==> config.mk <==
export PLATFORM = sky130hd
export DESIGN_NAME = string_escape_decoder
export DESIGN_NICKNAME = d
export VERILOG_FILES = /design/src/hw/rtl/sed_pkg.sv /design/src/hw/rtl/string_escape_decoder.sv
export SDC_FILE = /design/constraint.sdc
export NUM_CORES = 1
export LEC_CHECK = 0
export BUFFER_PORTS_ARGS = -buffer_cell sky130_fd_sc_hd__buf_2
export CORE_UTILIZATION = 45
export DETAILED_ROUTE_END_ITERATION = 6
export SLEW_MARGIN = 20
export SYNTH_ARGS = -nofsm -noshare
export SYNTH_HDL_FRONTEND = slang
export SYNTH_SLANG_ARGS = --single-unit
==> constraint.sdc <==
create_clock -name clock -period 7.8 [get_ports clock]
set_clock_uncertainty 0.05 [all_clocks]
set_input_delay 2.34 -clock clock [delete_from_list [all_inputs] [get_ports clock]]
set_output_delay 2.34 -clock clock [all_outputs]
set_load 0.03 [all_outputs]
==> src/hw/rtl/sed_pkg.sv <==
// Package for the string escape decoder: result types, scan modes, result kinds,
// character codes and the plain-byte classification function.
// It depends on nothing else.
package sed_pkg;

   localparam int ByteW = 8;
   localparam int KindW = 2;
   localparam int ModeW = 2;

   // Scan modes.
   localparam logic [ModeW-1:0] MODE_PLAIN = 2'd0;
   localparam logic [ModeW-1:0] MODE_ESC   = 2'd1;
   localparam logic [ModeW-1:0] MODE_DIG1  = 2'd2;
   localparam logic [ModeW-1:0] MODE_DIG2  = 2'd3;

   // Result kinds.
   localparam logic [KindW-1:0] KIND_DATA    = 2'd0;
   localparam logic [KindW-1:0] KIND_END     = 2'd1;
   localparam logic [KindW-1:0] KIND_NEWLINE = 2'd2;
   localparam logic [KindW-1:0] KIND_UNTERM  = 2'd3;

   // Character codes.
   localparam logic [ByteW-1:0] CHAR_NUL    = 8'h00;
   localparam logic [ByteW-1:0] CHAR_BS     = 8'h08;
   localparam logic [ByteW-1:0] CHAR_TAB    = 8'h09;
   localparam logic [ByteW-1:0] CHAR_LF     = 8'h0A;
   localparam logic [ByteW-1:0] CHAR_FF     = 8'h0C;
   localparam logic [ByteW-1:0] CHAR_CR     = 8'h0D;
   localparam logic [ByteW-1:0] CHAR_ZERO   = 8'h30;
   localparam logic [ByteW-1:0] CHAR_NINE   = 8'h39;
   localparam logic [ByteW-1:0] CHAR_BSLASH = 8'h5C;
   localparam logic [ByteW-1:0] CHAR_LC_B   = 8'h62;
   localparam logic [ByteW-1:0] CHAR_LC_F   = 8'h66;
   localparam logic [ByteW-1:0] CHAR_LC_N   = 8'h6E;
   localparam logic [ByteW-1:0] CHAR_LC_R   = 8'h72;
   localparam logic [ByteW-1:0] CHAR_LC_T   = 8'h74;

   localparam logic [ByteW-1:0] DELIM_RESET = 8'h22;

   typedef struct packed {
      logic [ByteW-1:0] data;
      logic [KindW-1:0] kind;
      logic             last;
   } sed_result_type;

   typedef struct packed {
      logic           emit;
      logic           to_esc;
      sed_result_type res;
   } sed_plain_type;

   // Classifies a byte seen outside any escape. The delimiter test comes first.
   function automatic sed_plain_type sed_plain(input logic [ByteW-1:0] c,
                                               input logic [ByteW-1:0] delim);
      sed_plain_type p;
      p          = '0;
      p.emit     = 1'b1;
      p.res.kind = KIND_DATA;
      if (c == delim) begin
         p.res.kind = KIND_END;
      end else if (c == CHAR_LF) begin
         p.res.kind = KIND_NEWLINE;
      end else if (c == CHAR_NUL) begin
         p.res.kind = KIND_UNTERM;
      end else if (c == CHAR_BSLASH) begin
         p.emit   = 1'b0;
         p.to_esc = 1'b1;
      end else begin
         p.res.data = c;
      end
      return p;
   endfunction

endpackage

==> src/hw/rtl/string_escape_decoder.sv <==
// Top level of the string escape decoder: per-byte escape decoding and a small result queue.
// It depends on sed_pkg.
//
// A result is written into the queue when its input byte transfers; rsp_ presents the queue head.
// Throughput: per cycle, one byte in unless req_stall and one result out unless rsp_stall.
// A byte that yields two results occupies two queue entries; req_stall rises when fewer than
// two entries are free, so input stalls only while the result side is backed up.
// Reset (synchronous, active high) empties the queue, returns to plain scanning with a zero
// digit accumulator and sets the delimiter to the double quote.
module string_escape_decoder (
   input  logic                      clock,
   input  logic                      reset,
   input  logic                      req_valid,
   output logic                      req_stall,
   input  logic [sed_pkg::ByteW-1:0] req_in_byte,
   output logic                      rsp_valid,
   input  logic                      rsp_stall,
   output logic [sed_pkg::ByteW-1:0] rsp_out_byte,
   output logic [sed_pkg::KindW-1:0] rsp_kind,
   output logic                      rsp_last,
   input  logic                      csr_wr_en,
   input  logic [sed_pkg::ByteW-1:0] csr_wr_data
);
   import sed_pkg::*;

   // Result queue geometry. Two entries must always be free to take a byte.
   localparam int FifoDepth = 4;
   localparam int PtrW      = $clog2(FifoDepth);
   localparam int CntW      = $clog2(FifoDepth + 1);

   // Configuration and scan state.
   logic [ByteW-1:0] delim_ff;
   logic [ModeW-1:0] mode_ff;
   logic [ModeW-1:0] mode_in;
   logic [ByteW-1:0] octal_ff;
   logic [ByteW-1:0] octal_in;

   // Result queue.
   sed_result_type   fifo_ff [FifoDepth];
   logic [PtrW-1:0]  wr_ptr_ff;
   logic [PtrW-1:0]  wr_ptr_in;
   logic [PtrW-1:0]  rd_ptr_ff;
   logic [PtrW-1:0]  rd_ptr_in;
   logic [CntW-1:0]  count_ff;
   logic [CntW-1:0]  count_in;

   // Decode signals.
   logic             req_xfer;
   logic             rsp_xfer;
   logic             is_digit;
   logic [ByteW-1:0] digit_val;
   logic [ByteW-1:0] octal_acc;
   sed_plain_type    plain;
   sed_result_type   res0;
   sed_result_type   res1;
   logic [1:0]       push_cnt;

   assign req_xfer = req_valid && !req_stall;
   assign rsp_xfer = rsp_valid && !rsp_stall;

   // Stall whenever a two-result byte could not be absorbed.
   assign req_stall = count_ff > CntW'(FifoDepth - 2);

   assign rsp_valid    = count_ff != '0;
   assign rsp_out_byte = fifo_ff[rd_ptr_ff].data;
   assign rsp_kind     = fifo_ff[rd_ptr_ff].kind;
   assign rsp_last     = fifo_ff[rd_ptr_ff].last;

   // Per-byte decode. The digit accumulator keeps v = 8v + d modulo 256, so only its low
   // five bits survive the shift. A digit run broken by a non-digit emits the run first and
   // then handles the byte as if it were seen in plain scanning.
   always_comb begin
      is_digit  = (req_in_byte >= CHAR_ZERO) && (req_in_byte <= CHAR_NINE);
      digit_val = req_in_byte - CHAR_ZERO;
      octal_acc = {octal_ff[ByteW-4:0], 3'b000} + digit_val;
      plain     = sed_plain(req_in_byte, delim_ff);
      res0      = '0;
      res1      = '0;
      push_cnt  = 2'd0;
      mode_in   = MODE_PLAIN;
      octal_in  = '0;
      case (mode_ff)
         MODE_PLAIN: begin
            res0     = plain.res;
            push_cnt = {1'b0, plain.emit};
            if (plain.to_esc) begin
               mode_in = MODE_ESC;
            end
         end
         MODE_ESC: begin
            push_cnt  = 2'd1;
            res0.kind = KIND_DATA;
            case (req_in_byte)
               CHAR_NUL: begin
                  // End of text right after a backslash: the backslash, then the end.
                  res0.data = CHAR_BSLASH;
                  res1.kind = KIND_END;
                  push_cnt  = 2'd2;
               end
               CHAR_BSLASH: res0.data = CHAR_BSLASH;
               CHAR_LC_N:   res0.data = CHAR_LF;
               CHAR_LC_T:   res0.data = CHAR_TAB;
               CHAR_LC_B:   res0.data = CHAR_BS;
               CHAR_LC_F:   res0.data = CHAR_FF;
               CHAR_LC_R:   res0.data = CHAR_CR;
               default: begin
                  if (is_digit) begin
                     push_cnt = 2'd0;
                     mode_in  = MODE_DIG1;
                     octal_in = digit_val;
                  end else begin
                     res0.data = req_in_byte;
                  end
               end
            endcase
         end
         default: begin
            // One or two digits held.
            if (is_digit) begin
               if (mode_ff == MODE_DIG1) begin
                  mode_in  = MODE_DIG2;
                  octal_in = octal_acc;
               end else begin
                  push_cnt  = 2'd1;
                  res0.data = octal_acc;
                  res0.kind = KIND_DATA;
               end
            end else begin
               res0.data = octal_ff;
               res0.kind = KIND_DATA;
               res1      = plain.res;
               push_cnt  = plain.emit ? 2'd2 : 2'd1;
               if (plain.to_esc) begin
                  mode_in = MODE_ESC;
               end
            end
         end
      endcase
      // Mark the final result of this byte.
      if (push_cnt == 2'd1) begin
         res0.last = 1'b1;
      end
      if (push_cnt == 2'd2) begin
         res1.last = 1'b1;
      end
   end

   always_comb begin
      wr_ptr_in = wr_ptr_ff;
      rd_ptr_in = rd_ptr_ff;
      count_in  = count_ff;
      if (req_xfer) begin
         wr_ptr_in = wr_ptr_ff + PtrW'(push_cnt);
         count_in  = count_in + CntW'(push_cnt);
      end
      if (rsp_xfer) begin
         rd_ptr_in = rd_ptr_ff + PtrW'(1);
         count_in  = count_in - CntW'(1);
      end
   end

   always_ff @(posedge clock) begin
      if (reset) begin
         delim_ff  <= DELIM_RESET;
         mode_ff   <= MODE_PLAIN;
         octal_ff  <= '0;
         wr_ptr_ff <= '0;
         rd_ptr_ff <= '0;
         count_ff  <= '0;
      end else begin
         if (csr_wr_en) begin
            delim_ff <= csr_wr_data;
         end
         if (req_xfer) begin
            mode_ff  <= mode_in;
            octal_ff <= octal_in;
         end
         wr_ptr_ff <= wr_ptr_in;
         rd_ptr_ff <= rd_ptr_in;
         count_ff  <= count_in;
      end
   end

   // Queue storage holds payload only; it needs no reset.
   always_ff @(posedge clock) begin
      if (req_xfer && (push_cnt != 2'd0)) begin
         fifo_ff[wr_ptr_ff] <= res0;
      end
      if (req_xfer && (push_cnt == 2'd2)) begin
         fifo_ff[wr_ptr_ff + PtrW'(1)] <= res1;
      end
   end

   // The queue never overfills.
   assert property (@(posedge clock) disable iff (reset) count_ff <= CntW'(FifoDepth))
      else $error("result queue overflow");

   // A nonzero accumulator exists only while a digit run is open.
   assert property (@(posedge clock) disable iff (reset)
      (octal_ff != '0) |-> ((mode_ff == MODE_DIG1) || (mode_ff == MODE_DIG2)))
      else $error("digit accumulator not cleared");

   // A two-result byte marks only its second result as last.
   assert property (@(posedge clock) disable iff (reset)
      (req_xfer && (push_cnt == 2'd2)) |-> (!res0.last && res1.last))
      else $error("last flag misplaced");

   // Pointers and count stay consistent.
   assert property (@(posedge clock) disable iff (reset)
      (wr_ptr_ff - rd_ptr_ff) == count_ff[PtrW-1:0])
      else $error("queue pointers disagree with count");

   // Reset leaves plain scanning with an empty queue.
   assert property (@(posedge clock) reset |=> ((count_ff == '0) && (mode_ff == MODE_PLAIN)))
      else $error("reset state wrong");

endmodule
Word level (Yosys, flattened, before mapping)
Memories as Yosys holds them, arrays and structs flattened. A register that Yosys moved wholly into a read port is not among the register bits.
Index checks and enable logic that the tools add are counted.
{ "totals": {"n_memories": 1, "in_bits": 21, "ram_bits": 44, "reg_bits": 25, "output_inout_bits": 13} }
{ "memory_table": {"columns": ["name", "words", "word_bits", "read_ports", "rd_clocked_by_memory_dff", "wr", "line", "rtl"], "rows": [
  ["fifo_ff", 4, 11, 1, 1, 2, "string_escape_decoder.sv:39", "sed_result_type fifo_ff [FifoDepth];"]
]} }
{ "op_classes": {"magnitude_cmp": 3, "mux": 45, "eq_ne": 12, "n_reduce_logical": 15, "n_addsub": 7} }
{ "op_table": {"columns": ["operator", "n"], "rows": [
  ["2-to-1 mux 8 bit", 7],
  ["2-to-1 mux 10 bit", 5],
  ["equality test 8 x 7 -> 1 bit, second input constant", 6],
  ["case mux 8 bit (6 select lines)", 1],
  ["2-to-1 mux 2 bit", 12],
  ["case mux 10 bit (2 select lines)", 1],
  ["case mux 2 bit (2 select lines)", 4],
  ["case mux 8 bit (2 select lines)", 1],
  ["2-to-1 mux 1 bit", 11],
  ["2-to-1 mux 11 bit", 1],
  ["adder 8 bit", 1],
  ["equality test 8 x 4 -> 1 bit, second input constant", 1],
  ["equality test 8 bit", 1],
  [">= comparator 8 x 6 -> 1 bit, second input constant", 1],
  ["less-or-equal comparator 8 x 6 -> 1 bit, second input constant", 1],
  ["zero test 8 bit", 1],
  ["subtractor 8 x 6 -> 8 bit, second input constant", 1],
  ["OR reduction 7 bit", 1],
  ["2-to-1 mux 3 bit", 2],
  ["OR reduction 6 bit", 1],
  ["logical AND 1 bit", 5],
  ["adder 2 x 1 -> 2 bit, second input constant", 2],
  ["equality test 2 x 1 -> 1 bit, second input constant", 2],
  ["equality test 2 bit, second input constant", 2],
  ["9 further kinds", 11]
]} }

Depth between registers and ports, before layout
{ "logic_depth": {"ltp_word": 12, "ltp_mapped": 16, "depth_no_buf": 15} }

Worst setup path before layout
No wires, ideal clock.
{ "synth_path": {"path_kind": "input to register", "from": "input req_in_byte[7] (netlist name)", "to": "register count_ff[1]", "path_buffers": 2, "setup_slack_ns": 2.616, "required_ns": 7.685, "path_stages": 13, "t_arrival_ns": 5.069, "setup_time_ns": 0.065, "path_cell_list": "buf_6 > or3b_1 > buf_2 > or2_4 > a21oi_2 > o2111a_2 > inv_2 > ha_1 > fa_1 > mux2i_1 > ha_1 > mux2_2 > nor2_1"} }
{ "synth_between": {"elab_chain_len": 12} }
{ "synth_rtl": {"columns": ["element", "line", "rtl"], "rows": [
  ["start: declaration", "string_escape_decoder.sv:15", "input logic [sed_pkg::ByteW-1:0] req_in_byte,"],
  ["equality test 8 x 7 -> 1 bit", "sed_pkg.sv:65, string_escape_decoder.sv:93", null],
  ["2-to-1 mux 2 bit", "sed_pkg.sv:65", "end else if (c == CHAR_BSLASH) begin"],
  ["2-to-1 mux 10 bit", "sed_pkg.sv:63", "end else if (c == CHAR_NUL) begin"],
  ["2-to-1 mux 10 bit", "sed_pkg.sv:61", "end else if (c == CHAR_LF) begin"],
  ["2-to-1 mux 10 bit", "sed_pkg.sv:59", "if (c == delim) begin"],
  ["2-to-1 mux 2 bit", "string_escape_decoder.sv:132", "push_cnt = plain.emit ? 2'd2 : 2'd1;"],
  ["2-to-1 mux 2 bit", "string_escape_decoder.sv:119", "if (is_digit) begin"],
  ["case mux 2 bit (2 select lines) (*)", "string_escape_decoder.sv:82", "case (mode_ff)"],
  ["adder 3 x 2 -> 3 bit (*)", "string_escape_decoder.sv:154", "count_in = count_in + CntW'(push_cnt);"],
  ["2-to-1 mux 3 bit (*)", "string_escape_decoder.sv:152", "if (req_xfer) begin"],
  ["subtractor 3 x 1 -> 3 bit", "string_escape_decoder.sv:158", "count_in = count_in - CntW'(1);"],
  ["2-to-1 mux 3 bit (*)", "string_escape_decoder.sv:156", "if (rsp_xfer) begin"],
  ["end signal: assignment", "string_escape_decoder.sv:180", "count_ff <= count_in;"],
  ["end: declaration", "string_escape_decoder.sv:44", "logic [CntW-1:0] count_ff;"]
]} }
Every way passes the cells marked *; elsewhere a longest branch is shown, timed or not.
A chain may end at the register's enable or synchronous reset.

Worst setup path after layout
{ "layout_path": {"from": "input req_in_byte[4] (netlist name)", "to": "register count_ff[1]"} }
Same word-level chain as after synthesis.

==> results.md <==
- The fraction of synthesis flops using an asynchronous set or reset pin is 0%.
- The number of nets with antenna violations after detailed routing is 0.
- 34 I/O pins were placed.
- The slowest cell on the critical path is fa_1.
- The die height is a little over 100 µm.
- Yosys instantiated no cell more often than edfxtp_1.
- The commonest cells after synthesis are edfxtp_1, a21oi_1, nand2_1, nor2_1.
- The kind of cell with the highest combined delay along the critical path is adder cells.
- The startpoint-to-endpoint class of the critical path is in -> reg.
- The number of diodes added for antenna fixing is 0.
- Buffers added to address setup during post-CTS repair amount to 0.
- The post-synthesis sequential element count is a little over 70.
- After clock tree synthesis, the repair step resized 0 gates.
- The area growth from synthesis to layout is 8.317%.
- The mean area per synthesized cell is approximately 10 µm².
- TritonCTS built the clock tree.
- The die covers a little over 10,000 µm².
- In this run the static leakage power is 1.752 nW.
- In this run the cell area of the synthesized design comes to 4438 µm².
- The number of global-route vias before repair was between 3,000 and 4,000.
- The all-layer global routing usage is between 20% and 30%.
- For this configuration, the core starts out at a cell density of a little under half.
- The count of placed standard cells in the final layout, fillers left out is approximately 590.
- The path category of the worst min-delay check is reg -> reg.
- The worst slew margin relative to its limit is between 30% and 40%.
- The area of the core is between 9000 and 10,000 µm².
- The number of warning messages in the yosys log is 0.
- CTS placed an instance of clkbuf_8 at the clock tree root.
- The CTS clock-pin slew for the worst setup and hold paths is 0.08 ns.
- Before antenna repair, the detailed router went through 6 iterations.
- The count of final hold-check violations came to 0.
- The actual slew at the worst max-slew pin is 1.040 ns.
- The category of the worst setup path capture point is a flop.
- In the final routed layout, each cell accounts on average for between 15 and 20 µm.
- The commonest register cell after synthesis is edfxtp_1.
- The number of distinct library cells after synthesis is 66.
- The count of vias placed by the detailed router is roughly 3,500.
- Along the worst path, the maximum fanout reaches 11.
- The cell seen most often among critical-path stages is ha_1.
- The total congestion overflow is 0.
- After floorplanning, the core was divided into 35 placement rows.
- The cell taking the most area after synthesis is edfxtp_1.
- The number of antenna violations at the first check in global routing came to 0.
- Setup repair after global routing left no endpoint under its margin.
- The sequential cell area fraction in the yosys report is roughly two fifths.
- The final critical delay including setup and external delays is 5.228 ns.
- The maximum level of the CTS H-tree is 3.
- The average vias per placed instance is between 5 and 6.
- The first global-routing pass estimated between 15 and 20 mm of wire.
- After routing, the total negative slack on setup checks comes to 0 ns.
- In this run, the number of DRC markers left after iteration 0 of detailed routing was roughly 290.
- The count of buffers from port buffering is 33.
- Max-cap violations in this run came to 0.
- The share of final-layout standard cells stronger than drive strength 1 is between 10% and 20%.
- For this design the ratio of total power to cell area is 236.7 nW/µm².
- The maximum clock rate is between 0.15 and 0.2 GHz.
- The required time reported for the critical path endpoint is between 8 and 9 ns.
- The clock network latency to the later pin of the worst-skew pair is 0.36 ns.
- Counting tap cells, the placed design contains a total of between 500 and 600 instances.
- The number of buffers added to fix hold violations after cts is 0.
- The congestion estimate from routability-driven global placement came to about 0.91.
- Entering global routing, the biggest net connects 27 pins.
- The arrival time of the worst setup path is between 5 and 6 ns.
- The flow ran to the end, and the final reports show no timing, DRC or antenna violations.
- The number of buffers on the longest clock path is 2.
- The number of slew-limit violations in the final report came to 0.
- Ranked by total cell area, the synthesized netlist is headed by edfxtp_1, dfxtp_1, mux2i_1.
- The worst setup path is launched from a primary input.
- In the finished design, the share of the clock period the worst path needs comes to 67.03%.
- The clock buffer count from CTS is 9.
- The delay of the slowest cell on the worst path is between 0.4 and 0.5 ns.
- After synthesis, the largest area contributor takes up 29.77% of total cell area.
- Setup violations remaining at the end of the flow were counted as 0.
- The post-synthesis cell count is ~450.
- The routed design has 11.04 mm of wire.
- The number of buffers and inverters on the critical path is 2.
- CTS saw between 70 and 80 sinks.
- In this run, synthesis inferred 44 flip-flops with an integrated enable.
- The worst-case IR drop observed on VDD is 0.1174 mV.
- For this run, the post-layout net count is approximately 490.
- The overall die width is 101.3 µm.
- The critical path goes through buf_2, ha_1, nor3b_4, nand2_1, nand3_1, o2111a_2, inv_2, ha_1, fa_1, mux2i_1, ha_1, mux2_2, nor2_1.
- The net count of the mapped netlist is 479.
- The DRC violation count after routing is 0.
- The wire-length estimate of the detail-placed layout is 8.210 mm.
- The filler cells instantiated in the layout total between 900 and 1,000.
## routing by layer
metal | part of all wire, % | track usage (%) | up-vias
li1 | - | - | 1677
met1 | 45 | 29.72 | 1662
met2 | 45 | 34.48 | 140
met3 | 7.0 | 4.555 | 23
met4 | 3.0 | 12.26 | 0
met5 | 0 | 0 | -
## cells in the final DEF, fill, tap and decap left out, drive strengths merged, types with 16 or more instances in the layout
master,instances
a21oi,43
buf,34
xnor2,16
nand2,40
edfxtp,44
dfxtp,27
nand3,17
nor2,34
o21ai,16
mux2i,27
## logic make-up (layout without fill, tap and decap cells)
logic type / count (synthesis) / after routing / share of synthesized area, %
buffers and inverters: 46 / 60 / 4.821
adders and majority gates: 13 / 13 / 4.003
and+or+nand+nor: 148 / 148 / 17.31
xor gates and xnor gates: 21 / 21 / 4.144
DFF: 71 / 71 / 41.95
AOI/OAI and AO/OA: 106 / 106 / 15.59
muxes: 40 / 40 / 12.18
## per-stage QoR
stage | area [µm²] | util (%) | hold slack, ns | total power [mW] | worst slack (ns)
6_report | 4807 | 51.06 | 0.4104 | 1.138 | 2.572
4_1_cts | 4807 | 51.06 | 0.4106 | 1.147 | 2.584
2_1_floorplan | 4438 | - | 0.3821 | 0.7471 | 2.616
5_1_grt | 4807 | 51.06 | 0.4331 | 1.190 | 2.332
3_3_place_gp | 4596 | 48.81 | 0.3966 | 0.8218 | 2.315
3_5_place_dp | 4596 | 48.81 | 0.3996 | 0.8269 | 2.208
## power breakdown
part,internal (mW),leakage (nW),switching (mW)
clock,0.179,0.102,0.144
sequential,0.446,0.627,0.0404
combinational,0.131,1.02,0.198
total,0.756,1.75,0.382
## sequential cells by signal (all words and copies together), names as in the netlist, named ones only
name	count
count_ff	3
delim_ff	8
fifo_ff	44
mode_ff	2
octal_ff	8
rd_ptr_ff	2
wr_ptr_ff	2
## layout make-up
type	instances	area (µm²)	share of cell area, %
repair buffers	34	172.7	3.592
well taps	129	161.4	3.358
flip-flops and latches	71	1862	38.73
clock buffers	10	127.6	2.655
inverters	10	37.54	0.7808
multi-input cells	328	2362	49.14
clock inverters	6	83.83	1.744
## final timing paths
path	from	endpoint	slack, ns	depth (start not counted)
max	req_in_byte[4]	count_ff[1]	2.57	13
min	octal_ff[5]	octal_ff[5]	0.41	2
max reg2reg	mode_ff[0]	count_ff[1]	4.07	9
min reg2reg	octal_ff[5]	octal_ff[5]	0.41	2
## worst min-delay path, stage by stage (launching register included)
cell,delay [ns]
dfxtp_1,0.32
nand2_1,0.05
a21oi_1,0.05
No activity file was read; power rests on OpenSTA's default activity.
